**config.mk**
```make
export PLATFORM = sky130hd
export DESIGN_NAME = vst_lane
export DESIGN_NICKNAME = d
export VERILOG_FILES = /design/src/rtl/vst_lane.sv
export SDC_FILE = /design/constraint.sdc
export NUM_CORES = 2
export LEC_CHECK = 0
export ABC_CLOCK_PERIOD_IN_PS = 20800
export BUFFER_PORTS_ARGS = -buffer_cell sky130_fd_sc_hd__buf_2
export CORE_ASPECT_RATIO = 1.25
export CORE_UTILIZATION = 30
export DETAILED_ROUTE_END_ITERATION = 10
export SLEW_MARGIN = 20
export SYNTH_ARGS = -nofsm -noshare
export SYNTH_HDL_FRONTEND = slang
export SYNTH_SLANG_ARGS = --single-unit
```
**constraint.sdc**
```tcl
create_clock -name i_clk -period 20.8 [get_ports i_clk]
set_input_delay 4.16 -clock i_clk [delete_from_list [all_inputs] [get_ports i_clk]]
set_output_delay 4.16 -clock i_clk [all_outputs]
set_load 0.01 [all_outputs]
```
**src/rtl/vst_lane.sv**
```systemverilog
`default_nettype none
// One multiply lane: a signed 32x32 product, registered, then floor-shifted.
module vst_lane #(
    parameter int FRAC_BITS = 16
) (
    input  wire logic               i_clk,
    input  wire logic signed [31:0] i_a,
    input  wire logic signed [31:0] i_b,
    output logic signed [63:0]      o_p
);
    logic signed [63:0] r_prod;

    always_ff @(posedge i_clk) begin
        r_prod <= i_a * i_b;
    end

    assign o_p = r_prod >>> FRAC_BITS;
endmodule
`default_nettype wire

```
==> results by stage <==
Run status:
- The run finished with clean final reports.

Critical path:
- The startpoint type of the worst setup path is a primary input.
- The critical path is of the primary input to flip-flop type.
- Among the stages of the critical path, the cell type that occurs most often is fa_1.
- The peak per-stage delay on the critical path is 920 ps.
- The maximum fanout count along the critical path is 32.
- STA puts the critical path data required time at 21050 ps.
- The sum of buffers and inverters on the critical path is 8.
- The critical path's slowest cell is fa_1.
- Broken down by cell family, the worst path's largest delay share belongs to adder cells.
- STA classifies the critical path endpoint as a flip-flop.
- At the worst endpoint, the arrival time is approximately 13000 ps.

Clock tree:
- The TritonCTS buffer count is 5.
- The post-cts sizing count is 0.
- The maximum buffer depth of the clock tree is 2.
- The number of setup buffers added after CTS is 0.
- CTS saw between 40 and 50 sinks.
- Clock-pin slew was measured on the worst setup and hold paths at approximately 90 ps.
- The library cell used as clock root buffer is clkbuf_16.
- The TritonCTS clock tree is yes.
- For this design, the CTS-stage hold fixing added 0 buffers.
- In this run the number of H-tree levels came out at 2.

Final layout:
- From synthesis to final layout, the design area changed by 5.558%.
- The largest registers in the layout are r_prod (48).
- The share of final-layout standard cells stronger than drive strength 1 is 4.298%.
- The number of fill cells in the layout is ~13000.
- For this run, the share of the core covered by cells in the final layout is 32.09%.
- r_prod holds more flip-flops than any other register.
- The area taken by flip-flops and latches is 960.9 sq um.
- The cell area after layout is 0.03866 sq mm.
- The register with the most flip-flops in the layout has 48 of them.
- The net count of the finished layout is 5094.
- In the final layout, the multi-input gates occupy 0.03121 sq mm.

Die:
- The number of placed I/O pins is 129.
- The die covers 0.1235 sq mm.
- The die is between 300 and 400 microns wide.
- From bottom edge to top edge, the die measures 392.6 microns.
- The floorplan has 142 rows.
- For this configuration, the core starts out at a cell density of 30.40%.
- The placeable core region is 0.1205 sq mm.

Min path:
- Counting instances, the worst hold path has a depth of 1.
- The startpoint of the worst hold path is r_prod[30]$_DFF_P_.
- For hold timing, the worst endpoint is o_p[14].
- The tightest min-delay check is of the flip-flop to primary output type.

Timing:
- The setup-violating endpoint count in the final report is 0.
- The routed design could run at a clock period as short as between 10000 and 15000 ps.
- For the pin with the worst max-slew slack, the measured transition is 995.1 ps.
- The period utilization is roughly three fifths.
- Based on the critical path, the design can be clocked at up to 0.07971 GHz.
- The final count of pins violating max slew came to 0.
- Across all hold checks on the routed design, the worst slack comes to just under 5000 ps.
- Setup repair after global routing left no endpoint under its margin.
- The setup total negative slack is 0 ps.
- The max-slew headroom at the worst pin is 33.26%.
- The final count of hold timing violations is 0.

Yosys:
- Synthesis produced a netlist with a net count of 5162.
- The cell type contributing the most total cell area after synthesis is fa_1.
- The number of warnings reported in the yosys synthesis log is 0.
- In the post-synthesis netlist, the biggest area contributors are fa_1 59%, inv_1 9.7%, and2_1 8.7%, ha_1 6.1%, nand2_1 5.3%.
- The most common cell in the synthesized netlist is fa_1.
- The share of the synthesized area in the top cell type is between 50% and 60%.
- In this run, synthesis inferred 0 flip-flops with an integrated enable.
- The number of instances in the synthesized netlist is 3836.
- The number of distinct library cells after synthesis is 55.
- A synthesized cell averages between 9 and 10 sq um.
- Sequential cells were found to cover about 2.6% of the synthesized design area.
- By count the netlist is led by 1081 x fa_1, 950 x inv_1, 513 x nand2_1, 512 x and2_1, 200 x clkbuf_1.
- After synthesis the netlist holds a flip-flop and latch count of 48.
- For this run, the leading register cell type out of synthesis is dfxtp_1.
- The synthesized cell area is between 0.03 and 0.04 sq mm.
- After synthesis, the share of flip-flops with an asynchronous set or reset is 0%.

Global routing:
- The via count of the first global-routing pass is between 20000 and 30000.
- The largest net degree at the start of global routing is 33.
- The initial antenna violation count is 18.
- Across every metal layer, demand over resource in global routing totals 17.59%.
- The first global-routing pass estimated roughly 160 mm of wire.
- The final global-route overflow total is 0.

Detailed routing:
- The routed layout has around 25000 vias.
- The initial DRC count is between 1000 and 1500.
- For this run, design rule violations remaining after detail routing come to 0.
- The detail route stage leaves a number of antenna-violating nets equal to 0.
- The detail-routed via count per cell is about 4.7.
- The number of iterations in the first detailed-routing pass is 6.
- The average routed wire per standard cell is 19.32 microns.
- The total wire length is between 100 and 150 mm.

Place:
- The port buffer count is roughly 130.
- The HPWL reported at the end of detailed placement is 81.74 mm.
- The area of placed instances is 0.03849 sq mm.
- The final weighted congestion in routability-driven placement is 0.8751.

Run:
- The number of max-cap violations is 0.
==> worst max path at each step <==
| stage | startpoint | endpoint | slack [ps] | cells after the start |
|---|---|---|---|---|
| finish | i_b[6] | r_prod[63]$_DFF_P_ | 8250 | 27 |
| global route | i_a[31] | r_prod[56]$_DFF_P_ | 7840 | 26 |
| CTS | i_b[5] | r_prod[63]$_DFF_P_ | 8300 | 28 |
| detailed placement | i_b[5] | r_prod[63]$_DFF_P_ | 7910 | 28 |
| global placement | i_a[31] | r_prod[63]$_DFF_P_ | 8080 | 27 |
| floorplan | i_a[31] | r_prod[63]$_DFF_P_ | 9420 | 27 |
==> per-stage QoR <==
step | setup slack [ps] | instances
final | 8254 | 5355
after global routing | 7839 | 5354
after CTS | 8299 | 5353
after detailed placement | 7913 | 5345
after global placement | 8079 | 5345
after floorplan | 9417 | 3836
==> cell usage in the layout (no fill, tap or decap), drive strengths merged, types with 6 or more instances in the layout <==
cell,instances
xor2,23
nor2,46
fa,1081
a21oi,48
buf,146
clkbuf,6
nand2,513
ha,180
and3,7
nand2b,12
nand4,14
dfxtp,48
nand3,12
o21bai,8
a21o,21
and2,513
o21a,6
xnor2,40
o21ai,30
inv,950
nor3,7
==> metal layers <==
| metal | up-vias | wire length [microns] | track usage, % |
|---|---|---|---|
| li1 | 10710 | - | - |
| met1 | 13610 | 36750 | 19.56 |
| met2 | 723 | 57200 | 33.41 |
| met3 | 238 | 4138 | 1.587 |
| met4 | 8 | 5300 | 8.191 |
| met5 | - | 57 | 0 |
==> cells by family after synthesis <==
family          Yosys count  share of synthesized area, %
compound gates          153                         2.815
fa+ha+maj              1261                         65.24
flops                    48                         2.624
simple gates           1140                         15.65
buf+inv                1171                         12.17
xor+xnor                 63                         1.507
==> layout make-up <==
class	count	share of cell area (%)
Timing Repair Buffer	146	2.007
Sequential cell	48	2.486
Antenna cell	2	0.01295
Clock buffer	6	0.3334
Multi-Input combinational cell	2617	80.72
Inverter	950	9.224
Tap cell	1584	5.127
Clock inverter	2	0.09062
Power is not shown: default switching activity piles up to over one toggle a cycle in this logic, so the estimate is an artifact.
