File: src/rtl/vst_pkg.sv
`default_nettype none
package vst_pkg;

    localparam int unsigned DEPTH_FRAC = 16;

    typedef enum logic [1:0] {
        MODE_LOAD_MV   = 2'd0,
        MODE_LOAD_PROJ = 2'd1,
        MODE_VERTEX    = 2'd2,
        MODE_UNUSED    = 2'd3
    } t_mode;

    typedef enum logic [2:0] {
        REG_LEFT   = 3'd0,
        REG_TOP    = 3'd1,
        REG_WIDTH  = 3'd2,
        REG_HEIGHT = 3'd3,
        REG_NEAR   = 3'd4,
        REG_FAR    = 3'd5
    } t_reg;

    typedef struct packed {
        logic [1:0]         mode;
        logic [3:0]         entry_index;
        logic signed [31:0] entry_value;
        logic signed [31:0] vertex_x;
        logic signed [31:0] vertex_y;
        logic signed [31:0] vertex_z;
        logic signed [31:0] vertex_w;
    } t_in_word;

    typedef struct packed {
        logic signed [31:0] screen_x;
        logic signed [31:0] screen_y;
        logic signed [31:0] screen_depth;
        logic signed [31:0] recip_w;
        logic               w_zero;
    } t_out_word;

    function automatic logic signed [31:0] sat32(input logic signed [95:0] x);
        if (x > 96'sh7FFFFFFF) begin
            return 32'sh7FFFFFFF;
        end else if (x < -96'sh80000000) begin
            return -32'sh80000000;
        end
        return x[31:0];
    endfunction

endpackage
`default_nettype wire

File: src/rtl/vst_div.sv
`default_nettype none
// Restoring divider: 2^(2F) / d, truncated toward zero, one quotient bit a cycle.
module vst_div #(
    parameter int FRAC_BITS = 16
) (
    input  wire logic               i_clk,
    input  wire logic               i_rst_n,
    input  wire logic               i_start,
    input  wire logic signed [31:0] i_den,
    output logic                    o_done,
    output logic signed [31:0]      o_quot
);
    localparam int NB = 2 * FRAC_BITS + 1;
    localparam int CW = $clog2(NB + 1);

    logic [NB-1:0] r_num;
    logic [NB-1:0] r_q;
    logic [32:0]   r_rem;
    logic [31:0]   r_den;
    logic          r_neg;
    logic [CW-1:0] r_cnt;
    logic          r_busy;
    logic          r_done;
    logic [33:0]   w_try;
    logic signed [NB+1:0] w_sq;

    assign w_try = {r_rem, r_num[NB-1]};

    always_ff @(posedge i_clk) begin
        if (!i_rst_n) begin
            r_busy <= 1'b0;
            r_done <= 1'b0;
        end else begin
            r_done <= 1'b0;
            if (i_start) begin
                r_busy <= 1'b1;
                r_cnt  <= CW'(NB);
                r_num  <= NB'(1) << (2 * FRAC_BITS);
                r_rem  <= '0;
                r_q    <= '0;
                r_neg  <= i_den[31];
                r_den  <= i_den[31] ? 32'(-i_den) : 32'(i_den);
            end else if (r_busy) begin
                r_num <= r_num << 1;
                if (w_try >= {2'b00, r_den}) begin
                    r_rem <= 33'(w_try - {2'b00, r_den});
                    r_q   <= {r_q[NB-2:0], 1'b1};
                end else begin
                    r_rem <= w_try[32:0];
                    r_q   <= {r_q[NB-2:0], 1'b0};
                end
                r_cnt <= r_cnt - 1'b1;
                if (r_cnt == CW'(1)) begin
                    r_busy <= 1'b0;
                    r_done <= 1'b1;
                end
            end
        end
    end

    assign w_sq   = r_neg ? -$signed({2'b00, r_q}) : $signed({2'b00, r_q});
    assign o_done = r_done;
    assign o_quot = vst_pkg::sat32(96'(w_sq));
endmodule
`default_nettype wire

File: config.mk
export PLATFORM = sky130hd
export DESIGN_NAME = vst_div
export DESIGN_NICKNAME = d
export VERILOG_FILES = /design/src/rtl/vst_pkg.sv /design/src/rtl/vst_div.sv
export SDC_FILE = /design/constraint.sdc
export NUM_CORES = 1
export LEC_CHECK = 0
export BUFFER_PORTS_ARGS = -buffer_cell sky130_fd_sc_hd__buf_2
export CAP_MARGIN = 20
export CORE_MARGIN = 8
export CORE_UTILIZATION = 57
export CTS_BUF_LIST = sky130_fd_sc_hd__clkbuf_8
export CTS_CLUSTER_DIAMETER = 120
export DETAILED_ROUTE_END_ITERATION = 16
export PLACE_DENSITY = 0.8
export SKIP_LAST_GASP = 1
export SYNTH_ARGS = -nofsm -noshare
export SYNTH_HDL_FRONTEND = slang
export SYNTH_SLANG_ARGS = --single-unit
File: constraint.sdc
create_clock -name i_clk -period 3.24 [get_ports i_clk]
set_input_delay 0.486 -clock i_clk [delete_from_list [all_inputs] [get_ports i_clk]]
set_output_delay 0.486 -clock i_clk [all_outputs]
set_load 0.05 [all_outputs]
==> run_results.csv <==
group,metric,value,unit
die,dieArea,0.0175,mm^2
die,die_y,132,um
hold_path,min_path_cells,3,
power,power.leakage,3.77,nW
synthesis,syn-cell-area,0.00773,mm^2
global_route,grt_pass1_vias,6720,
route,vias,6899,
power,power.total,4.30,mW
die,fp.coreArea,0.0132,mm^2
layout,syn_to_final_growth,25.0,%
global_route,grt_use_total,21.2,%
global_route,grt_pass1_wl,31400,um
die,initial_core_util,58.4,%
synthesis,yosys.area.top_type,"edfxtp_1",
sta,setup-tns-final,-26.76,ns
layout,multi_input_area,0.00458,mm^2
route,viasPerCell,6.13,
placed_design,hpwl,13900,um
placed_design,dp_cells,1099,
layout,final_area,0.00966,mm^2
synthesis,ys_async_sr_fraction,0,%
worst_setup_path,worst-path-max-fanout,6,
worst_setup_path,r2r_slack,0.16,ns
sta,fin_skew,0.00754,ns
route,post_drt_wl_per_cell,17.8,um
clocking,cts_tree,"yes",
clocking,cts_buffers,9,
sta,setup_ws,-0.884,ns
route,postRouteAntennaNets,0,
clocking,cts-hold-fix-buffers,0,
sta,max_slew_margin,63.3,%
hold_path,min_to,"o_done$_SDFF_PP0_",
power,power_density,445,mW/mm^2
worst_setup_path,crit_chain,"or4_4 -> or3_4 -> or3_4 -> or3_4 -> nor4_4 -> buf_4 -> buf_6 -> buf_6 -> a31oi_4 -> clkbuf_16 -> o21ai_4 -> buf_6",
sta,max_freq,0.242,GHz
layout,drive_above_1_share,23.0,%
route,drc_errors,0,
clocking,clock-sinks,108,
synthesis,ys_types,64,
placed_design,pre_cts_slack,-0.506,ns
die,num_rows,42,
sta,hold_slack,0.340,ns
synthesis,synth_seq_area_share,41.7,%
die,die_x,132,um
synthesis,synthesis.nets,900,
clocking,clockRootBuffer,"clkbuf_8",
placed_design,portBuffers,67,
layout,nFillCells,941,
status,violations,"setup timing",
placed_design,gp_congestion,0.958,
hold_path,min_from,"i_rst_n",
worst_setup_path,timing.rr.end,"r_rem[30]$_SDFFCE_PP0P_",
global_route,antenna_found_initial,0,
synthesis,ys_warn_count,0,
sta,hold_viol_final,0,
status,status,"complete, but fails checks",
route,drt-total-wl,20100,um
synthesis,netlist_top_cells_area,"edfxtp_1 (41%), ha_1 (5.8%), xnor2_1 (5.4%)",
sta,rsz0062_at_grt,"yes",
sta,setup_viol_count_final,32,
layout,stdcell_count,1125,
sta,period_minus_slack,4.12,ns
route,dr.pass1.iters,5,
layout,seqCellArea,0.00322,mm^2
sta,fin_crit_sh,127,%
synthesis,synth_edf_count,106,
layout,diodes,0,
clocking,clk_pin_slew_worst_paths,0.09,ns
synthesis,avgSynthCellArea,9.34,um^2
worst_setup_path,cp-start-kind,"flip-flop",
flow_run,cap_violations,0,
global_route,grt_max_degree,75,
worst_setup_path,startpoint,"r_q[18]$_SDFFCE_PP0P_",
synthesis,synth-seq-cells,108,
power,irDropWorstVdd,211,uV
placed_design,place_area,0.00904,mm^2
clocking,clk_latency,0.38,ns
layout,nets,1017,
synthesis,syn_inst,828,
synthesis,yosys.area.top_type_share,41.2,%
worst_setup_path,r2r-start,"r_num[32]$_SDFFCE_PP1P_",
synthesis,ys.flop_type,"edfxtp_1",
die,num_io_pins,68,
sta,slew_violations,0,
layout,fin_util,73.0,%
sta,worst_pin_slew,0.551,ns
worst_setup_path,cpMaxStageDelayCell,"or4_4",
global_route,grt_overflow,0,
worst_setup_path,critPathArrivalTime,3.64,ns
route,drt-initial-drc-count,591,
clocking,htree_num_levels,3,
worst_setup_path,cp-end-kind,"primary output",
worst_setup_path,critical-path-max-stage-delay,0.55,ns
worst_setup_path,path_class,"flip-flop to primary output",
worst_setup_path,reg2reg_depth,13,
clocking,clock_path_buffers,2,
hold_path,hold_class,"primary input to flip-flop",
worst_setup_path,required,2.75,ns
[worst max-delay path, delay by kind of cell, from the launching register on]
family	cells	cell delay (ns)
buffers and inverters	5	0.80
DFF	1	0.40
and+or+nand+nor	5	1.80
AOI/OAI and AO/OA	2	0.25
[power breakdown]
part / switching [mW] / leakage, nW / internal, mW / total (mW)
Sequential: 0.0705 / 1.04 / 1.69 / 1.76
Combinational: 1.06 / 2.63 / 0.708 / 1.77
Clock: 0.424 / 0.100 / 0.341 / 0.766
Total: 1.55 / 3.77 / 2.74 / 4.30
[placed cells by master, fill, tap and decap left out, types with 8 or more instances in the layout]
| cell | n |
|---|---|
| buf_4 | 66 |
| nand3_1 | 30 |
| or3_1 | 11 |
| xor2_1 | 39 |
| nand2_1 | 58 |
| o21ai_0 | 61 |
| a21o_1 | 12 |
| o21ai_4 | 30 |
| and3_1 | 8 |
| o211ai_1 | 8 |
| inv_1 | 53 |
| nor2b_1 | 36 |
| a21oi_1 | 59 |
| xnor2_1 | 48 |
| ha_1 | 36 |
| edfxtp_1 | 106 |
| nor3_1 | 22 |
| buf_2 | 35 |
| o31ai_1 | 15 |
| buf_6 | 33 |
| clkbuf_8 | 9 |
| nor2_1 | 34 |
| a211oi_1 | 10 |
[Yosys cell counts (3+ instances only)]
master	instances
o31ai_1	16
a21oi_1	61
o21ai_0	64
edfxtp_1	106
nand2_1	58
nand4_1	6
o21bai_1	3
o41ai_1	6
o21ai_1	32
inv_1	50
and2_1	3
or4_1	5
and4_1	3
or3_4	4
xor2_1	39
a31oi_1	7
nand2b_1	5
clkbuf_1	36
nor2b_1	37
xnor2_1	48
a21o_1	12
nand3_1	30
ha_1	36
o211ai_1	8
or2_2	3
a211oi_1	10
nor3_1	22
nor4b_1	3
and3_1	8
buf_6	3
o22ai_1	6
o21a_1	7
nand3b_1	3
nor2_1	34
or3_1	13
[kinds of logic after synthesis]
family	share of synthesized area (%)
AOI/OAI and AO/OA	20.0
and+or+nand+nor	17.2
DFF	41.7
buffers and inverters	4.71
xor gates and xnor gates	9.85
adders and majority gates	6.08
muxes	0.405
[final cells by class]
| cell class | count | share of cell area [%] |
|---|---|---|
| Inverter | 51 | 1.98 |
| Sequential cell | 108 | 33.4 |
| Timing Repair Buffer | 146 | 13.2 |
| Tap cell | 176 | 2.28 |
| Clock buffer | 9 | 1.28 |
| Multi-Input combinational cell | 629 | 47.4 |
| Clock inverter | 6 | 0.518 |
[worst max-delay path by stage]
stage                            end  cells after the start
final                     o_quot[16]                     12
after global routing      o_quot[16]                     12
after detailed placement   o_quot[0]                     10
after floorplan            o_quot[0]                      9
after CTS                  o_quot[1]                     10
after global placement     o_quot[0]                     10
[flip-flops by register name (all words and copies together), names as in the netlist]
name,cells
o_done,1
r_neg,1
r_cnt,6
r_busy,1
r_q,33
r_num,1
r_den,32
r_rem,33
[routing by layer]
layer | vias up | GRT usage, % | part of all wire, % | routed length [um]
li1 | 3277 | - | - | -
met1 | 3272 | 25.6 | 40 | 8050
met2 | 305 | 37.0 | 51 | 10200
met3 | 45 | 3.86 | 6.2 | 1240
met4 | 0 | 7.76 | 2.7 | 547
met5 | - | 0 | 0 | 0
[repair_timing]
item	CTS	global route
gates cloned	0	6
resized for setup	67	21
pin swaps	2	4
setup buffers	1	4
endpoints found under the setup margin	34	63
Power figures use the tool's default switching activity.
